<file path="src/hw/rtl/stdu8_pkg.sv">
// shared types and constants for the utf-16 to utf-8 text transcoder
// used by the front, queue, back and top level
package stdu8_pkg;

    // unscramble modes held in the decode_mode register
    typedef enum logic [1:0] {
        MODE_PLAIN    = 2'd0,
        MODE_XOR      = 2'd1,
        MODE_BITSWAP  = 2'd2,
        MODE_BYTESWAP = 2'd3
    } t_mode;

    // configuration register word indexes
    localparam logic REG_DECODE_MODE = 1'b0;
    localparam int   APB_ADDR_W      = 3;
    localparam int   APB_DATA_W      = 32;

    // code unit constants
    localparam logic [15:0] BOM_UNIT      = 16'hFEFF;
    localparam logic [5:0]  HIGH_SURR_TAG = 6'b110110;
    localparam logic [5:0]  LOW_SURR_TAG  = 6'b110111;
    localparam logic [20:0] SUPP_BASE     = 21'h10000;

    // job queue sizing
    localparam int FIFO_DEPTH = 4;
    localparam int FIFO_AW    = $clog2(FIFO_DEPTH);

    // one unit worth of work: an optional flushed high surrogate and an optional main point
    typedef struct packed {
        logic        has_p0;
        logic [9:0]  p0;
        logic        has_p1;
        logic [20:0] p1;
        logic        last;
    } t_job;

    // head of the job queue as seen by the back end
    typedef struct packed {
        logic valid;
        t_job job;
    } t_head;

endpackage

</file>
<file path="src/hw/rtl/stdu8_unit_if.sv">
// input channel carrying raw 16-bit code units
// no dependencies
interface stdu8_unit_if;
    logic        valid;
    logic        ready;
    logic [15:0] code_unit;
    logic        last_unit;

    modport source (output valid, output code_unit, output last_unit, input ready);
    modport sink   (input valid, input code_unit, input last_unit, output ready);
endinterface

</file>
<file path="src/hw/rtl/stdu8_byte_if.sv">
// output channel carrying utf-8 bytes with run and text end marks
// no dependencies
interface stdu8_byte_if;
    logic       valid;
    logic       ready;
    logic [7:0] utf8_byte;
    logic       last_of_run;
    logic       end_of_text;

    modport source (output valid, output utf8_byte, output last_of_run,
                    output end_of_text, input ready);
    modport sink   (input valid, input utf8_byte, input last_of_run,
                    input end_of_text, output ready);
endinterface

</file>
<file path="src/hw/rtl/stdu8_front.sv">
// front end: unscrambles each code unit, tracks bom and surrogate state,
// and pushes a job of up to two code points; depends on stdu8_pkg, stdu8_unit_if
module stdu8_front (
    input  logic                 i_clk,
    input  logic                 i_rst_n,
    input  stdu8_pkg::t_mode     i_mode,
    stdu8_unit_if.sink           i_in,
    input  logic                 i_fifo_full,
    output logic                 o_push,
    output stdu8_pkg::t_job      o_job
);

    logic       r_at_start, n_at_start;
    logic       r_held, n_held;
    logic [9:0] r_hval, n_hval;
    logic [15:0] unit;
    logic       accept;
    logic       is_high;
    logic       is_low;
    logic       bom;

    // undo the storage scramble for the selected mode
    function automatic logic [15:0] unscramble(input logic [15:0] u,
                                               input stdu8_pkg::t_mode m);
        logic [15:0] r;
        r = u;
        case (m)
            stdu8_pkg::MODE_XOR: begin
                if (u >= 16'h0020) begin
                    r = u ^ {u[7:1], 8'h00, 1'b1};
                end
            end
            stdu8_pkg::MODE_BITSWAP: begin
                for (int k = 0; k < 8; k++) begin
                    r[2*k]   = u[2*k+1];
                    r[2*k+1] = u[2*k];
                end
            end
            stdu8_pkg::MODE_BYTESWAP: begin
                r = {u[7:0], u[15:8]};
            end
            default: begin
                r = u;
            end
        endcase
        return r;
    endfunction

    assign i_in.ready = !i_fifo_full;
    assign accept     = i_in.valid && i_in.ready;

    // classify the unit and build the job
    always_comb begin
        unit       = unscramble(i_in.code_unit, i_mode);
        is_high    = (unit[15:10] == stdu8_pkg::HIGH_SURR_TAG);
        is_low     = (unit[15:10] == stdu8_pkg::LOW_SURR_TAG);
        bom        = r_at_start && (unit == stdu8_pkg::BOM_UNIT);
        n_at_start = r_at_start;
        n_held     = r_held;
        n_hval     = r_hval;
        o_job      = '0;
        o_job.last = i_in.last_unit;
        if (accept) begin
            if (!bom) begin
                if (r_held && is_low) begin
                    o_job.has_p1 = 1'b1;
                    o_job.p1     = stdu8_pkg::SUPP_BASE + {1'b0, r_hval, unit[9:0]};
                    n_held       = 1'b0;
                end else begin
                    if (r_held) begin
                        o_job.has_p0 = 1'b1;
                        o_job.p0     = r_hval;
                        n_held       = 1'b0;
                    end
                    if (is_high && !i_in.last_unit) begin
                        n_held = 1'b1;
                        n_hval = unit[9:0];
                    end else begin
                        o_job.has_p1 = 1'b1;
                        o_job.p1     = {5'b0, unit};
                    end
                end
            end
            if (i_in.last_unit) begin
                n_held     = 1'b0;
                n_hval     = '0;
                n_at_start = 1'b1;
            end else begin
                n_at_start = 1'b0;
            end
        end
        o_push = accept && (o_job.has_p0 || o_job.has_p1);
    end

    // text state registers
    always_ff @(posedge i_clk) begin
        if (!i_rst_n) begin
            r_at_start <= 1'b1;
            r_held     <= 1'b0;
            r_hval     <= '0;
        end else begin
            r_at_start <= n_at_start;
            r_held     <= n_held;
            r_hval     <= n_hval;
        end
    end

endmodule

</file>
<file path="src/hw/rtl/stdu8_queue.sv">
// short job queue between the front and back ends
// depends on stdu8_pkg
module stdu8_queue (
    input  logic               i_clk,
    input  logic               i_rst_n,
    input  logic               i_push,
    input  stdu8_pkg::t_job    i_job,
    input  logic               i_pop,
    output logic               o_full,
    output stdu8_pkg::t_head   o_head
);

    localparam int AW = stdu8_pkg::FIFO_AW;

    stdu8_pkg::t_job r_mem [stdu8_pkg::FIFO_DEPTH];
    logic [AW-1:0]   r_wr_ptr, n_wr_ptr;
    logic [AW-1:0]   r_rd_ptr, n_rd_ptr;
    logic [AW:0]     r_count, n_count;
    logic            do_push;
    logic            do_pop;

    // pointer and occupancy update
    always_comb begin
        do_push  = i_push && !o_full;
        do_pop   = i_pop && o_head.valid;
        n_wr_ptr = r_wr_ptr;
        n_rd_ptr = r_rd_ptr;
        n_count  = r_count;
        if (do_push) begin
            n_wr_ptr = (r_wr_ptr == AW'(stdu8_pkg::FIFO_DEPTH - 1)) ? '0 : r_wr_ptr + 1'b1;
        end
        if (do_pop) begin
            n_rd_ptr = (r_rd_ptr == AW'(stdu8_pkg::FIFO_DEPTH - 1)) ? '0 : r_rd_ptr + 1'b1;
        end
        if (do_push && !do_pop) begin
            n_count = r_count + 1'b1;
        end else if (do_pop && !do_push) begin
            n_count = r_count - 1'b1;
        end
    end

    assign o_full       = (r_count == (AW+1)'(stdu8_pkg::FIFO_DEPTH));
    assign o_head.valid = (r_count != '0);
    assign o_head.job   = r_mem[r_rd_ptr];

    // control registers
    always_ff @(posedge i_clk) begin
        if (!i_rst_n) begin
            r_wr_ptr <= '0;
            r_rd_ptr <= '0;
            r_count  <= '0;
        end else begin
            r_wr_ptr <= n_wr_ptr;
            r_rd_ptr <= n_rd_ptr;
            r_count  <= n_count;
        end
    end

    // job storage
    always_ff @(posedge i_clk) begin
        if (do_push) begin
            r_mem[r_wr_ptr] <= i_job;
        end
    end

    // occupancy never exceeds depth
    a_count_bound: assert property (@(posedge i_clk) disable iff (!i_rst_n)
        r_count <= (AW+1)'(stdu8_pkg::FIFO_DEPTH))
        else $error("job queue occupancy above depth");

    // a lone push grows the count by one
    a_push_count: assert property (@(posedge i_clk) disable iff (!i_rst_n)
        (do_push && !do_pop) |=> (r_count == $past(r_count) + 1'b1))
        else $error("job queue count did not follow push");

    // a lone pop shrinks the count by one
    a_pop_count: assert property (@(posedge i_clk) disable iff (!i_rst_n)
        (do_pop && !do_push) |=> (r_count == $past(r_count) - 1'b1))
        else $error("job queue count did not follow pop");

    // the front never pushes into a full queue
    a_no_overflow: assert property (@(posedge i_clk) disable iff (!i_rst_n)
        o_full |-> !i_push)
        else $error("push into full job queue");

endmodule

</file>
<file path="src/hw/rtl/stdu8_back.sv">
// back end: expands each job into utf-8 bytes, one per cycle while the receiver takes them, into an output register
// depends on stdu8_pkg, stdu8_byte_if
module stdu8_back (
    input  logic               i_clk,
    input  logic               i_rst_n,
    input  stdu8_pkg::t_head   i_head,
    output logic               o_pop,
    stdu8_byte_if.source       o_out
);

    logic            r_busy, n_busy;
    logic            r_sel, n_sel;
    logic [1:0]      r_idx, n_idx;
    stdu8_pkg::t_job r_job, n_job;
    logic            r_o_valid, n_o_valid;
    logic [7:0]      r_o_byte, n_o_byte;
    logic            r_o_run, n_o_run;
    logic            r_o_eot, n_o_eot;
    logic [20:0]     cur_cp;
    logic [1:0]      last_idx;
    logic [7:0]      cur_byte;
    logic            point_done;
    logic            run_done;
    logic            fire;
    logic            need;

    // index of the final byte of a point's utf-8 sequence
    function automatic logic [1:0] utf8_last_idx(input logic [20:0] cp);
        logic [1:0] r;
        if (cp[20:7] == '0) begin
            r = 2'd0;
        end else if (cp[20:11] == '0) begin
            r = 2'd1;
        end else if (cp[20:16] == '0) begin
            r = 2'd2;
        end else begin
            r = 2'd3;
        end
        return r;
    endfunction

    // one byte of a point's utf-8 sequence
    function automatic logic [7:0] utf8_pick(input logic [20:0] cp, input logic [1:0] li,
                                             input logic [1:0] idx);
        logic [7:0] r;
        logic [1:0] shift;
        shift = li - idx;
        if (idx == 2'd0) begin
            case (li)
                2'd0:    r = {1'b0, cp[6:0]};
                2'd1:    r = {3'b110, cp[10:6]};
                2'd2:    r = {4'b1110, cp[15:12]};
                default: r = {5'b11110, cp[20:18]};
            endcase
        end else begin
            case (shift)
                2'd0:    r = {2'b10, cp[5:0]};
                2'd1:    r = {2'b10, cp[11:6]};
                default: r = {2'b10, cp[17:12]};
            endcase
        end
        return r;
    endfunction

    // byte selection and sequencing
    always_comb begin
        cur_cp     = r_sel ? r_job.p1 : {5'b0, stdu8_pkg::HIGH_SURR_TAG, r_job.p0};
        last_idx   = utf8_last_idx(cur_cp);
        cur_byte   = utf8_pick(cur_cp, last_idx, r_idx);
        point_done = (r_idx == last_idx);
        run_done   = point_done && (r_sel || !r_job.has_p1);
        fire       = r_busy && (!r_o_valid || o_out.ready);
        need       = !r_busy || (fire && run_done);
        o_pop      = need && i_head.valid;

        n_o_valid = r_o_valid;
        n_o_byte  = r_o_byte;
        n_o_run   = r_o_run;
        n_o_eot   = r_o_eot;
        if (fire) begin
            n_o_valid = 1'b1;
            n_o_byte  = cur_byte;
            n_o_run   = run_done;
            n_o_eot   = run_done && r_job.last;
        end else if (o_out.ready) begin
            n_o_valid = 1'b0;
        end

        n_busy = r_busy;
        n_sel  = r_sel;
        n_idx  = r_idx;
        n_job  = r_job;
        if (o_pop) begin
            n_job  = i_head.job;
            n_busy = 1'b1;
            n_sel  = !i_head.job.has_p0;
            n_idx  = 2'd0;
        end else if (need) begin
            n_busy = 1'b0;
        end else if (fire) begin
            if (point_done) begin
                n_sel = 1'b1;
                n_idx = 2'd0;
            end else begin
                n_idx = r_idx + 1'b1;
            end
        end
    end

    // control registers
    always_ff @(posedge i_clk) begin
        if (!i_rst_n) begin
            r_busy    <= 1'b0;
            r_o_valid <= 1'b0;
        end else begin
            r_busy    <= n_busy;
            r_o_valid <= n_o_valid;
        end
    end

    // payload registers
    always_ff @(posedge i_clk) begin
        r_sel    <= n_sel;
        r_idx    <= n_idx;
        r_job    <= n_job;
        r_o_byte <= n_o_byte;
        r_o_run  <= n_o_run;
        r_o_eot  <= n_o_eot;
    end

    assign o_out.valid       = r_o_valid;
    assign o_out.utf8_byte   = r_o_byte;
    assign o_out.last_of_run = r_o_run;
    assign o_out.end_of_text = r_o_eot;

endmodule

</file>
<file path="src/hw/rtl/scenario_text_decrypt_to_utf8_top.sv">
// top level of the utf-16 to utf-8 text transcoder with apb mode register
// depends on stdu8_pkg, stdu8_unit_if, stdu8_byte_if, stdu8_front, stdu8_queue, stdu8_back
// path: the first byte of a unit passes the job queue, the back end's job register and its output register
// throughput: one code unit per cycle into a four-job queue while it is not full; one utf-8 byte
// per cycle out of the back end's byte sequencer while the receiver is ready; a unit yields 0 to 6 bytes
// reset: synchronous active low; clears the mode to plain, surrogate state and queue
module scenario_text_decrypt_to_utf8_top (
    input  logic                                i_clk,
    input  logic                                i_rst_n,
    stdu8_unit_if.sink                          i_in,
    stdu8_byte_if.source                        o_out,
    input  logic                                psel,
    input  logic                                penable,
    input  logic                                pwrite,
    input  logic [stdu8_pkg::APB_ADDR_W-1:0]    paddr,
    input  logic [stdu8_pkg::APB_DATA_W-1:0]    pwdata,
    output logic [stdu8_pkg::APB_DATA_W-1:0]    prdata,
    output logic                                pready
);

    stdu8_pkg::t_mode r_decode_mode;
    logic             cfg_write;
    logic             push;
    logic             pop;
    logic             fifo_full;
    stdu8_pkg::t_job  push_job;
    stdu8_pkg::t_head head;

    // apb register access
    assign pready    = 1'b1;
    assign cfg_write = psel && penable && pwrite && pready
                       && (paddr[2] == stdu8_pkg::REG_DECODE_MODE);

    always_comb begin
        if (paddr[2] == stdu8_pkg::REG_DECODE_MODE) begin
            prdata = {{(stdu8_pkg::APB_DATA_W-2){1'b0}}, r_decode_mode};
        end else begin
            prdata = '0;
        end
    end

    always_ff @(posedge i_clk) begin
        if (!i_rst_n) begin
            r_decode_mode <= stdu8_pkg::MODE_PLAIN;
        end else if (cfg_write) begin
            r_decode_mode <= stdu8_pkg::t_mode'(pwdata[1:0]);
        end
    end

    // front end
    stdu8_front u_front (
        .i_clk       (i_clk),
        .i_rst_n     (i_rst_n),
        .i_mode      (r_decode_mode),
        .i_in        (i_in),
        .i_fifo_full (fifo_full),
        .o_push      (push),
        .o_job       (push_job)
    );

    // job queue
    stdu8_queue u_queue (
        .i_clk   (i_clk),
        .i_rst_n (i_rst_n),
        .i_push  (push),
        .i_job   (push_job),
        .i_pop   (pop),
        .o_full  (fifo_full),
        .o_head  (head)
    );

    // back end
    stdu8_back u_back (
        .i_clk   (i_clk),
        .i_rst_n (i_rst_n),
        .i_head  (head),
        .o_pop   (pop),
        .o_out   (o_out)
    );

endmodule

</file>
<file path="src/flat_wrapper.sv">
// flat-port wrapper written by rule: the top's interface ports become plain ports
module scenario_text_decrypt_to_utf8_top_flat 
  (i_clk, i_rst_n, psel, penable, pwrite, paddr, pwdata, prdata, pready, i_in_valid, i_in_code_unit, i_in_last_unit, i_in_ready, o_out_valid, o_out_utf8_byte, o_out_last_of_run, o_out_end_of_text, o_out_ready);
  stdu8_unit_if i_in_i ();
  stdu8_byte_if o_out_i ();
  input  logic i_clk;
  input  logic i_rst_n;
  input  logic psel;
  input  logic penable;
  input  logic pwrite;
  input  logic [stdu8_pkg::APB_ADDR_W-1:0] paddr;
  input  logic [stdu8_pkg::APB_DATA_W-1:0] pwdata;
  output logic [stdu8_pkg::APB_DATA_W-1:0] prdata;
  output logic pready;
  input wire logic [$bits(i_in_i.valid)-1:0] i_in_valid;
  input wire logic [$bits(i_in_i.code_unit)-1:0] i_in_code_unit;
  input wire logic [$bits(i_in_i.last_unit)-1:0] i_in_last_unit;
  output wire logic [$bits(i_in_i.ready)-1:0] i_in_ready;
  output wire logic [$bits(o_out_i.valid)-1:0] o_out_valid;
  output wire logic [$bits(o_out_i.utf8_byte)-1:0] o_out_utf8_byte;
  output wire logic [$bits(o_out_i.last_of_run)-1:0] o_out_last_of_run;
  output wire logic [$bits(o_out_i.end_of_text)-1:0] o_out_end_of_text;
  input wire logic [$bits(o_out_i.ready)-1:0] o_out_ready;
  assign i_in_i.valid = i_in_valid;
  assign i_in_i.code_unit = i_in_code_unit;
  assign i_in_i.last_unit = i_in_last_unit;
  assign i_in_ready = i_in_i.ready;
  assign o_out_valid = o_out_i.valid;
  assign o_out_utf8_byte = o_out_i.utf8_byte;
  assign o_out_last_of_run = o_out_i.last_of_run;
  assign o_out_end_of_text = o_out_i.end_of_text;
  assign o_out_i.ready = o_out_ready;
  scenario_text_decrypt_to_utf8_top u_core (.i_clk(i_clk), .i_rst_n(i_rst_n), .i_in(i_in_i), .o_out(o_out_i), .psel(psel), .penable(penable), .pwrite(pwrite), .paddr(paddr), .pwdata(pwdata), .prdata(prdata), .pready(pready));
endmodule
</file>
<file path="config.mk">
export PLATFORM = sky130hd
export DESIGN_NAME = scenario_text_decrypt_to_utf8_top_flat
export DESIGN_NICKNAME = d
export VERILOG_FILES = /design/src/hw/rtl/stdu8_pkg.sv /design/src/hw/rtl/stdu8_unit_if.sv /design/src/hw/rtl/stdu8_byte_if.sv /design/src/hw/rtl/stdu8_front.sv /design/src/hw/rtl/stdu8_queue.sv /design/src/hw/rtl/stdu8_back.sv /design/src/hw/rtl/scenario_text_decrypt_to_utf8_top.sv /design/src/flat_wrapper.sv
export SDC_FILE = /design/constraint.sdc
export NUM_CORES = 1
export LEC_CHECK = 0
export ABC_CLOCK_PERIOD_IN_PS = 7000
export BUFFER_PORTS_ARGS = -buffer_cell sky130_fd_sc_hd__buf_2
export CAP_MARGIN = 20
export CORE_ASPECT_RATIO = 0.6
export CORE_MARGIN = 2
export CORE_UTILIZATION = 59
export DETAILED_ROUTE_END_ITERATION = 7
export PLACE_DENSITY = 0.8
export SYNTH_ARGS = -nofsm -noshare
export SYNTH_HDL_FRONTEND = slang
export SYNTH_SLANG_ARGS = --single-unit
</file>
<file path="constraint.sdc">
create_clock -name i_clk -period 7 [get_ports i_clk]
set_input_delay 1.4 -clock i_clk [delete_from_list [all_inputs] [get_ports i_clk]]
set_output_delay 1.4 -clock i_clk [all_outputs]
set_load 0.02 [all_outputs]
</file>
* Word-level counts from Yosys, hierarchy flattened
Memories as Yosys holds them, arrays and structs flattened. A register that Yosys moved wholly into a read port is not among the register bits.
Index checks and enable logic that the tools add are counted.
** Storage, ports and cells
- Register bits :: 69
- Memory bits (writable) :: 136
- Input bits :: 59
- Output and inout bits :: 45
- Word-level logic and storage cells :: 134
- Memories kept :: 1
** Memories
- u_core.u_queue.r_mem :: words 4, width 34, read ports 1, clocked after Yosys merged registers in 1, write ports 1, RTL line stdu8_queue.sv:15 : stdu8_pkg::t_job r_mem [stdu8_pkg::FIFO_DEPTH];
** Operators by class
- Add/sub/neg operators :: 7
- Magnitude comparators :: 1
- Equal/unequal tests :: 16
- Multiplexer cells :: 42
- Bitwise operators :: 3
- Reductions and logical operators :: 46
** Operators by type and width (number)
- 33-bit 2-to-1 mux :: 2
- 16-bit case mux with 3 select lines :: 1
- 22-bit 2-to-1 mux :: 2
- 10-bit 2-to-1 mux :: 4
- 8-bit case mux with 3 select lines :: 1
- 11-bit 2-to-1 mux :: 2
- 17-bit by 20-bit adder with 21-bit output, first input constant :: 1
- 21-bit 2-to-1 mux :: 1
- 1-bit logical AND :: 17
- 16-bit equality test, second input constant :: 1
- 16-bit by 6-bit >= comparator with 1-bit output, second input constant :: 1
- 1-bit 2-to-1 mux :: 16
- 16-bit 2-to-1 mux :: 1
- 2-bit 2-to-1 mux :: 8
- 16-bit XOR :: 1
- 14-bit zero test :: 1
- 6-bit equality test, second input constant :: 2
- 6-bit case mux with 2 select lines :: 1
- 2-bit nonzero test :: 6
- 2-bit equality test, second input constant :: 5
- 10-bit zero test :: 1
- 1-bit zero test :: 8
- 8-bit 2-to-1 mux :: 1
- 2-bit by 1-bit adder with 2-bit output, second input constant :: 3
- 17 further kinds :: 28

* Logic depth before layout (Yosys ltp)
- Word-level depth :: 16
- Depth in mapped cells :: 16
- Gate-level depth less buffers :: 14

* By module
A second synthesis with hierarchy kept.
** Second synthesis, totals
- Cells, all modules :: 655
- Area total of the unflattened synthesis :: 9819.4 um^2
** Modules (own cells, without submodules)
- stdu8_queue :: instances 1, cells each 229, area each 5436.5 um^2, seq. area each 4264.1 um^2
- stdu8_back :: instances 1, cells each 171, area each 2326.0 um^2, seq. area each 1401.3 um^2
- stdu8_front :: instances 1, cells each 211, area each 1710.4 um^2, seq. area each 240.2 um^2
- scenario_text_decrypt_to_utf8_top :: instances 1, cells each 44, area each 346.6 um^2, seq. area each 40.0 um^2

* Worst setup path before layout
Ideal clock, no wire load.
- Path type :: register to register
- Start :: reg u_core.u_back.r_sel
- End :: reg u_core.u_queue.r_count[2]
- Library setup time :: 0.076 ns
- Arrival time :: 5.511 ns
- Data required time :: 6.924 ns
- Path slack :: 1.414 ns
- Stages on the path, launching flop included :: 17
- Buffers on the path :: 2
- Clock period less this slack :: 5.586 ns
- Cell sequence :: edfxtp_1 clkbuf_1 buf_1 inv_1 nor4_1 o21ai_0 a221oi_1 ha_1 nand4_1 a21oi_1 inv_1 ha_1 inv_1 fa_1 xor2_1 or3_1 a21boi_0
** On the way
- Cells in the longest elaborated chain, start to end :: 14
- Elaborated cells on any way between the ends :: 19
- Those cells by class :: eq/ne (1); mux (5); reduce/logical (13)
** RTL lines
- from (decl) :: RTL line stdu8_back.sv:12 : logic r_sel, n_sel;
- from (signal assigned) :: RTL line stdu8_back.sv:123 : r_sel <= n_sel;
- 21-bit 2-to-1 mux :: RTL line stdu8_back.sv:67 : cur_cp = r_sel ? r_job.p1 : {5'b0, stdu8_pkg::HIGH_SURR_TAG, r_job.p0};
- 5-bit zero test :: RTL line stdu8_back.sv:34 : end else if (cp[20:16] == '0) begin
- 1-bit 2-to-1 mux :: RTL line stdu8_back.sv:34
- 2-bit 2-to-1 mux :: RTL line stdu8_back.sv:32 : end else if (cp[20:11] == '0) begin
- 2-bit 2-to-1 mux :: RTL line stdu8_back.sv:30 : if (cp[20:7] == '0) begin
- 2-bit equality test :: RTL line stdu8_back.sv:70 : point_done = (r_idx == last_idx);
- 1-bit logical AND * :: RTL line stdu8_back.sv:71 : run_done = point_done && (r_sel || !r_job.has_p1);
- 1-bit logical AND * :: RTL line stdu8_back.sv:73 : need = !r_busy || (fire && run_done);
- 1-bit logical OR * :: RTL line stdu8_back.sv:73
- 1-bit logical AND * :: RTL line stdu8_back.sv:74 : o_pop = need && i_head.valid;
- named net u_core.pop :: RTL line scenario_text_decrypt_to_utf8_top.sv:24 : logic pop;
- 1-bit logical AND * :: RTL line stdu8_queue.sv:25 : do_pop = i_pop && o_head.valid;
- 1-bit zero test :: RTL line stdu8_queue.sv:35 : if (do_push && !do_pop) begin
- 1-bit logical AND :: RTL line stdu8_queue.sv:35
- 3-bit 2-to-1 mux or 2-bit nonzero test (tied branches)
- to (signal assigned) :: RTL line stdu8_queue.sv:55 : r_count <= n_count;
- to (decl) :: RTL line stdu8_queue.sv:18 : logic [AW:0] r_count, n_count;
The timed path passes the listed nets; every way through them passes the cells marked *.
A chain may end at the register's enable or synchronous reset.

* Worst setup path after layout
Ends and elaborated chain as after synthesis.

==> key figures <==
Clocking
  • Postcts setup bufs: 0
  • CTS tree: yes
  • CTS Hold Bufs: 0
  • Worst-Skew Late Latency: 490 ps
  • Root Driver: clkbuf_16
  • Clk sinks: 207
  • CTS buffer count: 19
  • Clock slew at reported path FFs: 60 ps
  • Post-CTS sizing: 0
  • Max Buffers Root-to-Sink: 3
  • CTS H-tree lvls: 1

Routing
  • DRC violations left: 0
  • DR WL met2: 8260 µm
  • Vias per cell: 6.05
  • Via count: 5,424
  • 1st-iter DRT viols: 573
  • Antenna-violating nets left: 0
  • Post-Route WL: 18,600 µm
  • DR WL/cell: 20.8 µm
  • DR pass1 iterations: 5
  • M1 WL: 8510 µm
  • Max layer used: met4
  • DR WL met3: 1580 µm

Timing
  • Worst Skew: 17.7 ps
  • RSZ-0062 raised after global routing: no
  • Max-slew violations: 0
  • Period utilization: 75.2%
  • Final setup fails: 0
  • F_max: 190 MHz
  • Tightest Pin Transition: 1030 ps
  • Slew Limit Headroom: 31.6%
  • Final hold viol count: 0
  • Setup TNS: 0 ps
  • Final Worst Setup Slack: 1730 ps
  • Min Tclk post-route: 5270 ps

GRT
  • Largest net degree at the start of global routing: 42
  • Initial antenna violation count: 0
  • Total GRT Usage: 22.7%
  • Number of global-route vias before repair: 5,296
  • First-pass GRT wire length: 29,300 µm
  • Total gr overflow: 0

Setup path
  • Worst Setup EP: u_core.u_queue.r_count[2]$_SDFFE_PN0P_
  • Critical path class: flip-flop to flip-flop
  • Worst r2r src: u_core.u_back.r_sel$_SDFFCE_PN1P_
  • CP Capture Type: flip-flop
  • Critical R2R Capture: u_core.u_queue.r_count[2]$_SDFFE_PN0P_
  • R2R cell count: 15
  • Flop2flop setup slack: 1730 ps
  • Critical Path AT: 5680 ps
  • WP data required: 7410 ps
  • CP max FO: 41
  • Crit path launch: u_core.u_back.r_sel$_SDFFCE_PN1P_
  • Crit path launch type: flip-flop

Place
  • Post-Place Cell Area: 9600 µm²
  • PortBufs: 40
  • Final Wtd Congestion: 0.907
  • HPWL after detailed placement: 12,300 µm
  • Placement Setup Slack: 1780 ps

Pwr
  • Total Power: 0.00370 W
  • Power per cell area: 363 nW/µm²
  • Leakage power: 3.54 nW
  • VDD IR max: 0.000289 V

Layout
  • Nets: 755
  • Layout cells sized above 1: 20.0%
  • Most frequent cells in the layout: 180 x edfxtp_1, 42 x nand2_1, 40 x buf_2
  • Antenna cells: 0
  • Final Cell Area: 10,200 µm²
  • Most common cell after layout, fill and taps aside: edfxtp_1
  • Fill cell count: 1,052
  • Area Overhead vs Synth: 9.12%
  • Core Util, Final: 66.1%

Die
  • Core area: 15,400 µm²
  • Row cnt: 35
  • Die area: 16,900 µm²
  • Die height: 101 µm
  • DIE WIDTH: 166 µm
  • Initial Util: 60.5%
  • IO Pins: 104

Outcome
  • Status: complete, no violations

Logic synthesis
  • Synth top area share: 57.9%
  • Main synth FF type: edfxtp_1
  • Synth area leaders: edfxtp_1 58%, mux4_2 8.2%, dfxtp_1 5.8%, buf_4 2.6%, mux2i_1 2.4%
  • Avg Cell Area, Syn: 14.5 µm²
  • Synth warnings: 0
  • Register area share after synthesis: 63.7%
  • Synthesized flop and latch total: 207
  • Synth area leader: edfxtp_1
  • FFs w/ async S/R, synth: 0%
  • Yosys cell types: 69
  • Cell area after synthesis: 9330 µm²
  • Post-synth EDFFs: 180
  • Cells after Synth: 645

Job
  • Max Cap Viol: 0

Min path
  • Worst hold path class: flip-flop to flip-flop
==> synth_stat cells (all sizes together), types with 4 or more instances <==
master	number
a211oi	5
a21boi	4
a21o	4
a21oi	18
a31oi	5
and2	23
buf	49
clkbuf	14
dfxtp	27
edfxtp	180
ha	14
inv	24
mux2	11
mux2i	22
mux4	34
nand2	42
nand2b	9
nand3	14
nor2	37
nor2b	8
nor3	6
o211ai	4
o21ai	26
o221ai	5
o31ai	4
or4	7
xnor2	4
==> critical path, stage by stage (launching register included) <==
cell      delay [ps]
edfxtp_1         940
inv_1            260
nor4_1           400
o21ai_0          140
a221oi_1         780
ha_1             560
nand4_1          260
a21oi_4          190
buf_4            460
inv_1            150
ha_1             230
inv_1             80
fa_1             180
xor2_1            70
or3_1            310
a21boi_0         160
==> kinds of logic after synthesis <==
group,count (synthesis),share of synthesized area [%]
adder cells (fa/ha/maj),15,2.09
XOR/XNOR,7,0.657
buffers and inverters,87,4.99
AND/OR/NAND/NOR,165,9.32
flip-flops,207,63.7
multiplexers,67,11.9
other,2,0.0805
AO/OA/AOI/OAI,95,7.27
==> sequential cells by signal, summed over array words and instances (netlist names), 2 cells and up, named ones only <==
register / flops
u_core.u_queue.r_count: 3
u_core.u_queue.r_mem: 136
u_core.u_back.r_idx: 2
u_core.u_back.o_out.utf8_byte: 8
u_core.u_queue.r_wr_ptr: 2
u_core.u_back.r_job: 33
u_core.r_decode_mode: 2
u_core.u_queue.r_rd_ptr: 2
u_core.u_front.r_hval: 10
==> routing by layer <==
| layer | track usage (%) | up-vias |
|---|---|---|
| met3 | 4.06 | 33 |
| met1 | 34.6 | 2660 |
| met2 | 34.9 | 272 |
| li1 | - | 2459 |
| met4 | 4.71 | 0 |
| met5 | 0 | - |
==> report_power, final <==
group / internal (W) / leakage (nW) / total [W] / switching, W
combinational: 0.000379 / 1.36 / 0.000963 / 0.000583
clock: 0.000541 / 0.287 / 0.000974 / 0.000433
sequential: 0.00166 / 1.89 / 0.00176 / 0.000105
==> worst min path at each step <==
stage                                                       start  slack [ps]  cells past startpoint                                      end
final                     u_core.u_queue.r_wr_ptr[1]$_SDFFE_PN0P_         510                      2  u_core.u_queue.r_wr_ptr[1]$_SDFFE_PN0P_
after global routing        u_core.u_front.r_hval[4]$_SDFFE_PN0P_         530                      2    u_core.u_front.r_hval[4]$_SDFFE_PN0P_
after floorplan             u_core.u_front.r_hval[3]$_SDFFE_PN0P_         440                      2    u_core.u_front.r_hval[3]$_SDFFE_PN0P_
after CTS                      u_core.u_front.r_held$_SDFFE_PN0P_         510                      2       u_core.u_front.r_held$_SDFFE_PN0P_
after detailed placement    u_core.u_front.r_hval[2]$_SDFFE_PN0P_         500                      2    u_core.u_front.r_hval[2]$_SDFFE_PN0P_
after global placement      u_core.u_front.r_hval[2]$_SDFFE_PN0P_         470                      2    u_core.u_front.r_hval[2]$_SDFFE_PN0P_
==> final cells by class <==
class / count / area (µm²) / share of cell area, %
inverters: 24 / 90.1 / 0.885
well taps: 203 / 254 / 2.49
clock buffers: 22 / 487 / 4.78
flip-flops and latches: 207 / 5950 / 58.4
multi-input cells: 380 / 3040 / 29.9
repair buffers: 49 / 268 / 2.63
clock inverters: 12 / 93.8 / 0.921
==> stage by stage <==
| step | hold WS, ps | instances |
|---|---|---|
| 6_report | 510 | 897 |
| 5_1_grt | 526 | 897 |
| 4_1_cts | 509 | 897 |
| 3_5_place_dp | 497 | 863 |
| 3_3_place_gp | 466 | 863 |
| 2_1_floorplan | 436 | 674 |
No activity file was read; power rests on OpenSTA's default activity.
